--- config.mk ---
export PLATFORM = sky130hd
export DESIGN_NAME = i2c_adc_reader_low_voltage
export DESIGN_NICKNAME = d
export VERILOG_FILES = /design/src/sv/i2cadc_pkg.sv /design/src/sv/i2c_adc_reader_low_voltage.sv
export SDC_FILE = /design/constraint.sdc
export NUM_CORES = 1
export LEC_CHECK = 0
export ABC_AREA = 1
export BUFFER_PORTS_ARGS = -buffer_cell sky130_fd_sc_hd__buf_2
export CELL_PAD_IN_SITES_DETAIL_PLACEMENT = 1
export CELL_PAD_IN_SITES_GLOBAL_PLACEMENT = 1
export CORE_UTILIZATION = 47
export DETAILED_ROUTE_END_ITERATION = 6
export PLACE_DENSITY_LB_ADDON = 0.1
export SLEW_MARGIN = 10
export SYNTH_ARGS = -nofsm -noshare
export SYNTH_HDL_FRONTEND = slang
export SYNTH_SLANG_ARGS = --single-unit
--- constraint.sdc ---
create_clock -name clk -period 9.2 [get_ports clk]
set_input_delay 0.92 -clock clk [delete_from_list [all_inputs] [get_ports clk]]
set_output_delay 0.92 -clock clk [all_outputs]
set_load 0.01 [all_outputs]
--- src/sv/i2cadc_pkg.sv ---
package i2cadc_pkg;

	// configuration register indexes (byte address = 4 * index)
	localparam logic [1:0] REG_DEVICE_ADDRESS = 2'd0;
	localparam logic [1:0] REG_PHASE_TICKS    = 2'd1;
	localparam logic [1:0] REG_LOW_THRESHOLD  = 2'd2;

	// configuration reset values
	localparam logic [6:0]  DEVICE_ADDRESS_RST = 7'h48;
	localparam logic [15:0] PHASE_TICKS_RST    = 16'd600;
	localparam logic [15:0] LOW_THRESHOLD_RST  = 16'd3100;

	// command codes
	localparam logic [1:0] MODE_TICK  = 2'd0;
	localparam logic [1:0] MODE_READ  = 2'd1;
	localparam logic [1:0] MODE_WRITE = 2'd2;

	// sequencer step codes
	localparam logic [4:0] S_IDLE = 5'd0;
	localparam logic [4:0] S_ST_A = 5'd1;
	localparam logic [4:0] S_ST_B = 5'd2;
	localparam logic [4:0] S_TX_A = 5'd3;
	localparam logic [4:0] S_TX_B = 5'd4;
	localparam logic [4:0] S_TX_C = 5'd5;
	localparam logic [4:0] S_AK_A = 5'd6;
	localparam logic [4:0] S_AK_B = 5'd7;
	localparam logic [4:0] S_RX_A = 5'd8;
	localparam logic [4:0] S_RX_B = 5'd9;
	localparam logic [4:0] S_MA_A = 5'd10;
	localparam logic [4:0] S_MA_B = 5'd11;
	localparam logic [4:0] S_MA_C = 5'd12;
	localparam logic [4:0] S_SP_A = 5'd13;
	localparam logic [4:0] S_SP_B = 5'd14;
	localparam logic [4:0] S_SP_C = 5'd15;

	localparam logic [2:0] LAST_BIT = 3'd7;

	// one result word
	typedef struct packed {
		logic        scl;
		logic        sda_release;
		logic        busy_res;
		logic        done_res;
		logic        ack_error;
		logic [15:0] raw_code;
		logic [15:0] average;
		logic        under_threshold;
	} res_t;

endpackage

--- src/sv/i2c_adc_reader_low_voltage.sv ---
// i2c adc reader: one tick word in, one result word out
// a result word is registered into the output register, or into the skid entry while the output word is stalled
// throughput: one tick word per cycle while in_stall is low; the bus sequencer updates once per word
// output register plus one skid entry; in_stall is high only while the skid is full
// reset (arst_n low, asynchronous): sequencer idle, counters, flags, average cleared,
// registers back to address 72, 600 ticks per phase, threshold 3100
module i2c_adc_reader_low_voltage
	import i2cadc_pkg::*;
(
	input  logic        clk,
	input  logic        arst_n,
	// tick channel
	input  logic        in_valid,
	output logic        in_stall,
	input  logic [1:0]  mode,
	input  logic [7:0]  write_data,
	input  logic        sda_in,
	// result channel
	output logic        out_valid,
	input  logic        out_stall,
	output logic        scl,
	output logic        sda_release,
	output logic        busy_res,
	output logic        done_res,
	output logic        ack_error,
	output logic [15:0] raw_code,
	output logic [15:0] average,
	output logic        under_threshold,
	// configuration port
	input  logic        psel,
	input  logic        penable,
	input  logic        pwrite,
	input  logic [3:0]  paddr,
	input  logic [31:0] pwdata,
	output logic [31:0] prdata,
	output logic        pready
);

	// configuration registers
	logic [6:0]  dev_addr_q;
	logic [15:0] phase_ticks_q;
	logic [15:0] low_thr_q;

	// sequencer state
	logic [15:0] tick_q;
	logic [4:0]  step_q;
	logic [2:0]  bit_q;
	logic [1:0]  byte_q;
	logic [7:0]  shift_q;
	logic        is_read_q;
	logic [7:0]  wr_byte_q;
	logic [15:0] raw_q;
	logic [15:0] avg_q;
	logic        low_q;
	logic        err_q;

	// next state
	logic [15:0] tick_d;
	logic [4:0]  step_d;
	logic [2:0]  bit_d;
	logic [1:0]  byte_d;
	logic [7:0]  shift_d;
	logic        is_read_d;
	logic [7:0]  wr_byte_d;
	logic [15:0] raw_d;
	logic [15:0] avg_d;
	logic        low_d;
	logic        err_d;

	logic        scl_o;
	logic        rel_o;
	logic        busy_o;
	logic        done_o;
	logic        last;
	logic        cur_bit;
	logic [4:0]  step_w;
	logic [7:0]  rx_shift;

	// scaling of the read code
	logic signed [15:0] code_s;
	logic signed [11:0] code_sh;
	logic signed [13:0] scaled;
	logic signed [17:0] avg_sum;
	logic [15:0]        avg_fold;

	res_t res_new;
	res_t out_q;
	res_t skid_q;
	logic out_valid_q;
	logic skid_valid_q;
	logic accept;
	logic out_take;

	// apb port
	logic cfg_wr;

	assign pready = 1'b1;
	assign cfg_wr = psel && penable && pwrite;

	always_ff @(posedge clk or negedge arst_n) begin
		if (!arst_n) begin
			dev_addr_q    <= DEVICE_ADDRESS_RST;
			phase_ticks_q <= PHASE_TICKS_RST;
			low_thr_q     <= LOW_THRESHOLD_RST;
		end else if (cfg_wr) begin
			case (paddr[3:2])
				REG_DEVICE_ADDRESS: dev_addr_q    <= pwdata[6:0];
				REG_PHASE_TICKS:    phase_ticks_q <= pwdata[15:0];
				REG_LOW_THRESHOLD:  low_thr_q     <= pwdata[15:0];
				default: ;
			endcase
		end
	end

	always_comb begin
		case (paddr[3:2])
			REG_DEVICE_ADDRESS: prdata = {25'd0, dev_addr_q};
			REG_PHASE_TICKS:    prdata = {16'd0, phase_ticks_q};
			REG_LOW_THRESHOLD:  prdata = {16'd0, low_thr_q};
			default:            prdata = 32'd0;
		endcase
	end

	// fold of the freshly read code into the running average
	always_comb begin
		code_s   = signed'(raw_q);
		code_sh  = 12'(code_s >>> 4);
		scaled   = 14'(code_sh) + (14'(code_sh) <<< 1);
		avg_sum  = signed'({2'b00, avg_q}) + 18'(scaled);
		avg_fold = (avg_q == 16'd0) ? 16'(scaled) : avg_sum[16:1];
	end

	// bus sequencer, one tick
	always_comb begin
		tick_d    = tick_q;
		step_w    = (step_q > S_SP_C) ? S_IDLE : step_q;
		bit_d     = bit_q;
		byte_d    = byte_q;
		shift_d   = shift_q;
		is_read_d = is_read_q;
		wr_byte_d = wr_byte_q;
		raw_d     = raw_q;
		avg_d     = avg_q;
		low_d     = low_q;
		err_d     = err_q;
		scl_o     = 1'b1;
		rel_o     = 1'b1;
		busy_o    = 1'b0;
		done_o    = 1'b0;
		last      = 1'b0;
		rx_shift  = {shift_q[6:0], sda_in};

		// command taken only while idle
		if (step_w == S_IDLE && (mode == MODE_READ || mode == MODE_WRITE)) begin
			is_read_d = (mode == MODE_READ);
			wr_byte_d = write_data;
			shift_d   = {dev_addr_q, (mode == MODE_READ)};
			bit_d     = 3'd0;
			byte_d    = 2'd0;
			tick_d    = 16'd0;
			err_d     = 1'b0;
			step_w    = S_ST_A;
		end
		cur_bit = shift_d[7];
		step_d  = step_w;

		// bus levels of the active phase
		case (step_w)
			S_ST_A:                 begin scl_o = 1'b1; rel_o = 1'b1;    end
			S_ST_B:                 begin scl_o = 1'b1; rel_o = 1'b0;    end
			S_TX_A, S_TX_B:         begin scl_o = 1'b0; rel_o = cur_bit; end
			S_TX_C:                 begin scl_o = 1'b1; rel_o = cur_bit; end
			S_AK_A, S_RX_A, S_MA_A: begin scl_o = 1'b0; rel_o = 1'b1;    end
			S_AK_B, S_RX_B:         begin scl_o = 1'b1; rel_o = 1'b1;    end
			S_MA_B, S_SP_A:         begin scl_o = 1'b0; rel_o = 1'b0;    end
			S_MA_C, S_SP_B:         begin scl_o = 1'b1; rel_o = 1'b0;    end
			S_SP_C:                 begin scl_o = 1'b1; rel_o = 1'b1;    end
			default: ;
		endcase

		// phase timing and step transitions
		if (step_w != S_IDLE) begin
			busy_o = 1'b1;
			last   = ({1'b0, tick_d} + 17'd1) >= {1'b0, phase_ticks_q};
			if (!last) begin
				tick_d = tick_d + 16'd1;
			end else begin
				tick_d = 16'd0;
				case (step_w)
					S_TX_C: begin
						shift_d = {shift_d[6:0], 1'b0};
						if (bit_d == LAST_BIT) begin
							bit_d  = 3'd0;
							step_d = S_AK_A;
						end else begin
							bit_d  = bit_d + 3'd1;
							step_d = S_TX_A;
						end
					end
					S_AK_B: begin
						if (sda_in) begin
							err_d  = 1'b1;
							step_d = S_SP_A;
						end else if (byte_d == 2'd0 && is_read_d) begin
							shift_d = 8'd0;
							step_d  = S_RX_A;
						end else if (byte_d == 2'd0) begin
							shift_d = wr_byte_d;
							byte_d  = 2'd1;
							step_d  = S_TX_A;
						end else begin
							step_d = S_SP_A;
						end
					end
					S_RX_B: begin
						shift_d = rx_shift;
						if (bit_d == LAST_BIT) begin
							bit_d = 3'd0;
							if (byte_d == 2'd0) raw_d = {rx_shift, raw_q[7:0]};
							else raw_d = {raw_q[15:8], rx_shift};
							step_d = S_MA_A;
						end else begin
							bit_d  = bit_d + 3'd1;
							step_d = S_RX_A;
						end
					end
					S_MA_C: begin
						if (byte_d == 2'd0) begin
							byte_d  = 2'd1;
							shift_d = 8'd0;
							step_d  = S_RX_A;
						end else begin
							step_d = S_SP_A;
						end
					end
					S_SP_C: begin
						if (is_read_d && !err_d) begin
							avg_d = avg_fold;
							low_d = avg_fold < low_thr_q;
						end
						done_o = 1'b1;
						step_d = S_IDLE;
					end
					default: step_d = step_w + 5'd1;
				endcase
			end
		end

		res_new.scl             = scl_o;
		res_new.sda_release     = rel_o;
		res_new.busy_res        = busy_o;
		res_new.done_res        = done_o;
		res_new.ack_error       = err_d;
		res_new.raw_code        = raw_d;
		res_new.average         = avg_d;
		res_new.under_threshold = low_d;
	end

	// handshake
	assign in_stall = skid_valid_q;
	assign accept   = in_valid && !skid_valid_q;
	assign out_take = out_valid_q && !out_stall;

	// sequencer registers
	always_ff @(posedge clk or negedge arst_n) begin
		if (!arst_n) begin
			tick_q    <= 16'd0;
			step_q    <= S_IDLE;
			bit_q     <= 3'd0;
			byte_q    <= 2'd0;
			shift_q   <= 8'd0;
			is_read_q <= 1'b0;
			wr_byte_q <= 8'd0;
			raw_q     <= 16'd0;
			avg_q     <= 16'd0;
			low_q     <= 1'b0;
			err_q     <= 1'b0;
		end else if (accept) begin
			tick_q    <= tick_d;
			step_q    <= step_d;
			bit_q     <= bit_d;
			byte_q    <= byte_d;
			shift_q   <= shift_d;
			is_read_q <= is_read_d;
			wr_byte_q <= wr_byte_d;
			raw_q     <= raw_d;
			avg_q     <= avg_d;
			low_q     <= low_d;
			err_q     <= err_d;
		end
	end

	// output register and skid entry, control
	always_ff @(posedge clk or negedge arst_n) begin
		if (!arst_n) begin
			out_valid_q  <= 1'b0;
			skid_valid_q <= 1'b0;
		end else if (skid_valid_q) begin
			if (out_take) skid_valid_q <= 1'b0;
		end else if (accept) begin
			if (!out_valid_q || out_take) out_valid_q <= 1'b1;
			else skid_valid_q <= 1'b1;
		end else if (out_take) begin
			out_valid_q <= 1'b0;
		end
	end

	// output register and skid entry, data
	always_ff @(posedge clk) begin
		if (skid_valid_q) begin
			if (out_take) out_q <= skid_q;
		end else if (accept) begin
			if (!out_valid_q || out_take) out_q <= res_new;
			else skid_q <= res_new;
		end
	end

	assign out_valid       = out_valid_q;
	assign scl             = out_q.scl;
	assign sda_release     = out_q.sda_release;
	assign busy_res        = out_q.busy_res;
	assign done_res        = out_q.done_res;
	assign ack_error       = out_q.ack_error;
	assign raw_code        = out_q.raw_code;
	assign average         = out_q.average;
	assign under_threshold = out_q.under_threshold;

	// the skid entry only fills behind a waiting output word
	a_skid_behind_out: assert property (@(posedge clk) disable iff (!arst_n)
		skid_valid_q |-> out_valid_q)
		else $error("skid entry valid without output word");

	// the bit counter is back at zero whenever the bus is idle or stopping
	a_bit_clear_idle: assert property (@(posedge clk) disable iff (!arst_n)
		(step_q == S_IDLE || step_q == S_SP_A || step_q == S_SP_B || step_q == S_SP_C)
		|-> bit_q == 3'd0)
		else $error("bit counter not cleared outside a byte");

	// the byte counter stays at 0 or 1: at most two data bytes per transaction
	a_byte_range: assert property (@(posedge clk) disable iff (!arst_n)
		byte_q <= 2'd1)
		else $error("byte counter out of range");

	// the final stop tick returns the sequencer to idle with a done pulse
	a_stop_to_idle: assert property (@(posedge clk) disable iff (!arst_n)
		(accept && step_q == S_SP_C && last) |=> (step_q == S_IDLE && out_valid_q))
		else $error("stop phase did not end the transaction");

endmodule
# Word level (Yosys, flattened, before mapping)
# Cells that the tools add are included.
word_totals:
  regBits: 194
  latch_bits: 0
  mem_bits_rw: 0
  romBits: 0
  memories: 0
op_classes:
  n_addsub: 6
  multipliers: 0
  div: 0
  order_cmp: 3
  n_eq_ne: 21
  n_shift: 0
  muxes: 73
  bitwise: 2
  reduce_logical: 31
ops:
  columns: ["op", "n"]
  rows:
  - ["$mux W16", 13]
  - ["$mux W38", 4]
  - ["$mux W8", 8]
  - ["$pmux W16 S3", 1]
  - ["$eq A5 B4 Y1 const B", 8]
  - ["$pmux W8 S4", 1]
  - ["$pmux W5 S5", 1]
  - ["$mux W1", 22]
  - ["$mux W3", 7]
  - ["$eq A5 B3 Y1 const B", 4]
  - ["$mux W5", 4]
  - ["$add A16 B1 Y17 const B", 1]
  - ["$add A17 B14 Y17", 1]
  - ["$ge A17 B16 Y1", 1]
  - ["$add A16 B1 Y16 const B", 1]
  - ["$logic_not A16 Y1", 1]
  - ["$lt A16 B16 Y1", 1]
  - ["$add A12 B13 Y14", 1]
  - ["$mux W2", 7]
  - ["$mux W4", 3]
  - ["$eq A5 B2 Y1 const B", 2]
  - ["$reduce_and A3 Y1", 3]
  - ["$logic_and A1 B1 Y1", 7]
  - ["$reduce_or A7 Y1", 1]
  - ["20 further kinds", 33]

# Depth between registers and ports, before layout
# Gate-level depths: netlist of the first run.
logic_depth:
  word_depth: 14
  depth_mapped: 36
  depth_no_buf: 32

# Least setup slack after synthesis of the first run
# No wires, ideal clock.
synth_path:
  kind: "input port to flip-flop"
  startpoint: "in mode[1]"
  endpoint: "reg skid_q[11] (netlist name) (data pin)"
  arrival_time_ns: 4.191
  t_required_ns: 8.945
  path_slack_ns: 4.754
  path_stages: 27
  path_cell_list: "inv_1 -> ha_1 -> inv_1 -> nand2_1 -> nor2_2 -> buf_6 -> clkbuf_1 -> nor2_1 -> ha_1 -> nand3_2 -> nor2_4 -> nand2_1 -> nor2_1 -> inv_1 -> nor2_1 -> xnor2_1 -> inv_1 -> ha_1 -> nand2_1 -> nor4_1 -> nor3_2 -> nand2_1 -> buf_6 -> nand3_2 -> nor2_4 -> nand2_1 -> and2_1"
synth_via:
  elab_chain_len: 10
  elab_cells_between_ends: 18
  classes_between: "add/sub (1); order compare (1); eq/ne (3); mux (8); reduce/logical (5)"
synth_rtl:
  columns: ["item", "line_no", "text"]
  rows:
  - ["from (decl)", "i2c_adc_reader_low_voltage.sv:15", "input logic [1:0] mode,"]
  - ["branches (longest 9 deep; another with $add A16 B1 Y17)", null, null]
  - ["$mux W16 (*)", "i2c_adc_reader_low_voltage.sv:182", "if (step_w != S_IDLE) begin"]
  - ["named net avg_d[10]", "i2c_adc_reader_low_voltage.sv:66", "logic [15:0] avg_d;"]
  - ["to (signal assigned)", "i2c_adc_reader_low_voltage.sv:314", "else skid_q <= res_new;"]
  - ["to (decl)", "i2c_adc_reader_low_voltage.sv:88", "res_t skid_q;"]
# Mark *: on every way through the listed nets, which the timed path passes.
# A chain may end at the register's enable or synchronous reset.

# Final worst setup path of the first run
layout_path:
  startpoint: "in mode[0]"
  endpoint: "reg out_q (netlist bit raw_code[15]) (data pin)"
layout_via:
  elab_chain_len: 13
  elab_cells_between_ends: 22
  classes_between: "add/sub (1); order compare (1); eq/ne (4); mux (12); reduce/logical (4)"
layout_rtl:
  columns: ["item", "line_no", "text"]
  rows:
  - ["$eq A2 B1 Y1 or $eq A2 B2 Y1 (tied branches)", "i2c_adc_reader_low_voltage.sv:154", "if (step_w == S_IDLE && (mode == MODE_READ || mode == MODE_WRITE)) begin"]
  - ["$logic_or A1 B1 Y1 (*)", "i2c_adc_reader_low_voltage.sv:154", null]
  - ["$logic_and A1 B1 Y1 (*)", "i2c_adc_reader_low_voltage.sv:154", null]
  - ["branches (longest 6 deep; another with $add A16 B1 Y17)", null, null]
  - ["$mux W16 (*)", "i2c_adc_reader_low_voltage.sv:182", null]
  - ["named net raw_d[15]", "i2c_adc_reader_low_voltage.sv:65", "logic [15:0] raw_d;"]
  - ["$mux W38 (*)", "i2c_adc_reader_low_voltage.sv:313", "if (!out_valid_q || out_take) out_q <= res_new;"]
  - ["$mux W38 (*)", "i2c_adc_reader_low_voltage.sv:312", "end else if (accept) begin"]
  - ["$mux W38 (*)", "i2c_adc_reader_low_voltage.sv:310", "if (skid_valid_q) begin"]
  - ["to (signal assigned)", "i2c_adc_reader_low_voltage.sv:311", "if (out_take) out_q <= skid_q;"]
  - ["to (signal assigned)", "i2c_adc_reader_low_voltage.sv:313", null]
  - ["to (decl)", "i2c_adc_reader_low_voltage.sv:87", "res_t out_q;"]
# Mark *: on every way through the listed nets, which the timed path passes. The select of a mux whose other input is x is not followed.

==> impl_metrics.toml, run 1 <==
[yosys]
synthMostInstantiatedCell = "nand2_1"
yosysSeqAreaShare_pct = 39.9
syn_inst = 1835
async_flop_share_pct = 60.8
yosysUniqueCellTypes = 52
syn_area_um2 = 13100
synth_edf_count = 76
ys.flop_type = "dfrtp_1"
synth_top_area_share_pct = 20.4
yosys_warnings = 0
ys_ff_latch = 194
synthTopCellsByArea = "dfrtp_1 (20%), nand2_1 (20%), edfxtp_1 (17%)"
syn_area_per_cell_um2 = 7.17
synth_commonest_cells = "nand2_1 (688), inv_1 (224), o21ai_0 (163), dfrtp_1 (107), nand3_1 (102)"
synth_top_area_cell = "dfrtp_1"

[timing]
rsz0062_at_grt = "false"
fin_crit_sh_pct = 64.1
max_clock_freq_mhz = 170
clock_skew_ns = 0.0215
setup_viol = 0
hold_viol = 0
max_slew_margin_pct = 24.5
tightest_slew_ns = 1.13
drv_slew = 0
setup_tns_ns = 0
fin_crit_ns = 5.90
layout_setup_ws_ns = 3.30
hold_ws_ns = 0.492

[worst_hold_path]
min_path_cells = 2
min_to = "low_thr_q[7]"
hold_path.startpoint = "low_thr_q[7]"
holdCritPathClass = "reg -> reg"

[route]
dr.pass1.iters = 5
wl_per_cell_um = 17.3
ant_nets = 0
drt-initial-drc-count = 722
drc = 0
vias = 12156
wl_mm = 39.3
routed_via_density = 5.35

[setup_path]
crit_path_top_delay_cell = "nand2_2"
cp.arrival_ns = 6.10
startpoint = "mode[0]"
crit_fanout = 38
endpoint_kind = "flip-flop"
regToRegStartpoint = "step_q[4]"
reg2reg_slack_ns = 3.55
critPathLaunchType = "input pin"
rr_worst_depth = 24
reg2reg_to = "raw_code[15]"
slowest_delay_ns = 0.76
crit_type = "in -> reg"
crit_top_cell = "nand2_1"
cp.required_ns = 9.40

[floorplanning]
core_um2 = 27200
io_pins = 127
start_util_pct = 48.4
die_w_um = 169
rows = 60
design.die.area_um2 = 28600
die_y_um = 169

[final_layout]
finish.instance_area_um2 = 14400
final_cells = 2271
diodes = 0
drive_gt1_share_pct = 10.7
final_util_pct = 53.0
area_delta_synth_final_pct = 9.49
nets = 2006

[cts]
post-cts-setup-buffer-count = 0
cts_tree = "built"
cts.sinks = 194
clkSlewWorstSetupHoldPaths_ns = 0.08
htree_levels = 4
clock_latency_ns = 0.46
cts_root_buf = "clkbuf_16"
cts_resized = 0
clockBufferDepth = 2
numCtsBuffers = 17
cts_hold_buf = 0

[pwr]
sequentialPowerShare_pct = 24.9
p_leak_nw = 7.34
clkPwrFrac_pct = 14.2
netSwitchingPower_mw = 3.02
peakVddDrop_v = 0.000179
pwr-share-comb_pct = 60.9
sw_frac_of_total_pct = 53.0
power_mw = 5.71
internal-power_mw = 2.69
power_density_nw_per_um2 = 397

[grt]
grt_max_degree = 69
grt_pass1_wl_mm = 64.3
gr-total-overflow = 0
grt_antenna_before_repair = 0
grt_pass1_vias = 12351
grt.total_usage_pct = 28.5

[flow_run]
drv_cap = 0

[place]
dpl.hpwl_mm = 28.3
dp_slack_ns = 2.88
port_buffers = 91
gp_congestion = 0.931
postPlaceCellArea_um2 = 13800
dpl.cell_count = 2239

[status]
status = "finished clean"
-- power by group through the flow --
stage / clock network [mW] / logic (mW) / registers, mW
2_1_floorplan: 0 / 2.49 / 1.43
3_3_place_gp: 0 / 3.30 / 1.43
3_5_place_dp: 0 / 3.45 / 1.44
4_1_cts: 0.816 / 3.49 / 1.42
5_1_grt: 0.845 / 3.95 / 1.45
6_report: 0.809 / 3.48 / 1.42
-- worst max-delay path by stage --
stage	end	slack, ns	cells after the start
finish	raw_code[15]	3.30	25
global placement	raw_code[7]	2.97	26
detailed placement	raw_code[4]	2.88	26
floorplan	skid_q[11]	4.75	27
global route	shift_q[3]	2.86	26
CTS	raw_code[13]	3.36	26
-- sequential cells by signal (all words and copies together) (netlist names), 2 cells and up --
register	flops
skid_q	38
average	16
avg_q	16
code_s	16
low_thr_q	16
phase_ticks_q	16
raw_code	16
tick_q	16
shift_q	8
wr_byte_q	8
dev_addr_q	7
step_q	5
bit_q	3
byte_q	2
-- placed cells by master (no fill, tap or decap), drive strengths merged, types with 3 or more instances in the layout --
cell type and count:
a21o 3, a21oi 42, and2 10, buf 103, clkbuf 17, clkinv 10, conb 18, dfrtp 107
dfstp 11, edfxtp 76, ha 64, inv 236, nand2 696, nand3 105, nand4 24, nor2 94
nor3 7, o211ai 8, o21ai 198, o21bai 6, o221ai 6, o22ai 12, or2 10, xnor2 10
xor2 9
-- routing by layer --
layer  global-route usage (%)  share of wire (%)  up-vias
li1                         -                  -     5971
met1                     39.0                 48     5907
met2                     48.0                 47      226
met3                     2.26                2.7       52
met4                     8.97                2.3        0
met5                        0                  0        -
-- area by class of cell --
type / count / area [µm²]
well taps: 372 / 465
clock inverters: 15 / 196
clock buffers: 17 / 425
flip-flops and latches: 194 / 5250
multi-input cells: 1339 / 6640
repair buffers: 103 / 548
inverters: 231 / 868
fillers: 3556 / 12800
-- worst max-delay path: cells and delay by family --
kind	cells	cell delay, ns
buffers and inverters	5	0.86
adders and majority gates	3	0.77
and+or+nand+nor	15	3.13
AOI/OAI and AO/OA	1	0.09
xor gates and xnor gates	1	0.27
-- cell families after synthesis --
| group | synth area share (%) |
|---|---|
| AOI/OAI and AO/OA | 12.3 |
| xor gates and xnor gates | 1.27 |
| adders and majority gates | 6.39 |
| buffers and inverters | 10.2 |
| DFF | 39.9 |
| other | 0.0571 |
| and+or+nand+nor | 29.8 |
Note: power is estimated with default switching activity, not from simulation.
==> run 2, diff against run 1 <==
--- a/config.mk
+++ b/config.mk
@@ -9,7 +9,7 @@
 export BUFFER_PORTS_ARGS = -buffer_cell sky130_fd_sc_hd__buf_2
 export CELL_PAD_IN_SITES_DETAIL_PLACEMENT = 1
 export CELL_PAD_IN_SITES_GLOBAL_PLACEMENT = 1
-export CORE_UTILIZATION = 47
+export CORE_UTILIZATION = 44
 export DETAILED_ROUTE_END_ITERATION = 6
 export PLACE_DENSITY_LB_ADDON = 0.1
 export SLEW_MARGIN = 10
==> constraint.sdc (replaced) <==
create_clock -name clk -period 6 [get_ports clk]
set_input_delay 0.6 -clock clk [delete_from_list [all_inputs] [get_ports clk]]
set_output_delay 0.6 -clock clk [all_outputs]
set_load 0.01 [all_outputs]
==> run 2 against run 1 <==
Wire length decreased by 2.1%. Sequential power increased by 54%. Via count is 0.71% lower. Non-clock buffer count up 2. Core utilization decreased by 3.4 points. Global-route usage down 2.3 points. Count of clock-buffer cells in the layout increased by 1. Critical path type is now reg -> reg. Largest cell class unchanged. Largest power group unchanged. Highest routed layer unchanged.
==> impl_metrics.toml, run 2 (same netlist as run 1, synthesis figures left out) <==
[cts]
cts_tree = "built"
cts.sinks = 194
post-cts-setup-buffer-count = 0
cts_resized = 0
htree_levels = 4
clock_latency_ns = 0.46
cts_root_buf = "clkbuf_16"
numCtsBuffers = 17
clockBufferDepth = 2
cts_hold_buf = 0
clkSlewWorstSetupHoldPaths_ns = 0.08

[flow_run]
drv_cap = 0

[route]
drc = 0
dr.pass1.iters = 5
routed_via_density = 5.28
drt-initial-drc-count = 841
wl_per_cell_um = 16.8
vias = 12070
wl_mm = 38.5
ant_nets = 0

[setup_path]
critPathLaunchType = "flip-flop"
cp.arrival_ns = 5.11
reg2reg_slack_ns = 1.21
rr_worst_depth = 26
crit_buf_inv = 2
crit_path_top_delay_cell = "dfrtp_1"
endpoint_kind = "flip-flop"
crit_fanout = 5
reg2reg_to = "under_threshold"
slowest_delay_ns = 0.46
regToRegStartpoint = "code_s[4]"
cp.required_ns = 6.32
path_delay_family = "simple AND/OR/NAND/NOR gates"
crit_type = "reg -> reg"
crit_top_cell = "nand2_1"

[grt]
grt.total_usage_pct = 26.2
grt_pass1_wl_mm = 63.3
gr-total-overflow = 0
grt_max_degree = 65
grt_antenna_before_repair = 0
grt_pass1_vias = 12032

[timing]
fin_crit_ns = 4.79
setup_viol = 0
hold_ws_ns = 0.195
clock_skew_ns = 0.0165
fin_crit_sh_pct = 79.9
rsz0062_at_grt = "false"
max_clock_freq_mhz = 209
setup_tns_ns = 0
drv_slew = 0
max_slew_margin_pct = 21.0
hold_viol = 0
tightest_slew_ns = 1.19

[place]
dpl.hpwl_mm = 28.5
port_buffers = 91
gp_congestion = 0.903

[floorplanning]
design.die.area_um2 = 30600
die_w_um = 175
rows = 62
core_um2 = 29000
io_pins = 127
start_util_pct = 45.3
die_y_um = 175

[pwr]
peakVddDrop_v = 0.000241
power_density_nw_per_um2 = 601
power_mw = 8.65
p_leak_nw = 7.32

[final_layout]
layout_commonest_cell = "nand2_1"
diodes = 0
layout_common_cells = "nand2_1 (687), inv_1 (223), o21ai_0 (163)"
largest_reg_flops = 38
drive_gt1_share_pct = 10.7
regMostFlops = "skid_q"
nets = 2008
area_delta_synth_final_pct = 9.48

[worst_hold_path]
holdCritPathClass = "in -> async"

[status]
status = "finished clean"
-- run 2: worst max-delay path by stage --
stage	slack [ns]	from	end	cells past startpoint
after global placement	0.95	mode[1]	step_q[3]	24
after detailed placement	0.86	mode[1]	step_q[3]	24
final	1.21	code_s[4]	under_threshold	26
after global routing	0.79	step_q[4]	step_q[3]	22
after CTS	1.18	code_s[4]	under_threshold	28
after floorplan	1.87	mode[1]	skid_q[11]	27
-- run 2: cell type report --
| type | instances | area, µm² |
|---|---|---|
| Clock buffer | 18 | 429 |
| Multi-Input combinational cell | 1339 | 6640 |
| Clock inverter | 14 | 149 |
| Sequential cell | 194 | 5250 |
| Fill cell | 3790 | 14600 |
| Inverter | 231 | 868 |
| Timing Repair Buffer | 105 | 576 |
| Tap cell | 384 | 480 |
-- run 2: power by group --
group	internal, mW	total, mW	switching [mW]	leakage [nW]
sequential	1.90	2.18	0.281	2.26
combinational	1.67	5.32	3.64	4.79
clock	0.556	1.15	0.592	0.272
total	4.13	8.65	4.52	7.32
-- run 2: layer usage --
| layer | GRT usage [%] | vias to the layer above | share of wire [%] |
|---|---|---|---|
| met3 | 2.85 | 47 | 3.3 |
| li1 | - | 5986 | - |
| met1 | 37.0 | 5809 | 49 |
| met2 | 42.2 | 228 | 46 |
| met4 | 7.83 | 0 | 2.1 |
| met5 | 0 | - | 0 |
-- run 2: per-stage QoR --
stage | std cells | utilization [%] | instance area (µm²) | worst slack [ns]
after detailed placement | 2253 | 47.6 | 13800 | 0.863
after floorplan | 1851 | - | 13200 | 1.87
final | 2285 | 49.6 | 14400 | 1.21
after CTS | 2285 | 49.6 | 14400 | 1.18
after global routing | 2285 | 49.6 | 14400 | 0.786
after global placement | 2253 | 47.6 | 13800 | 0.954
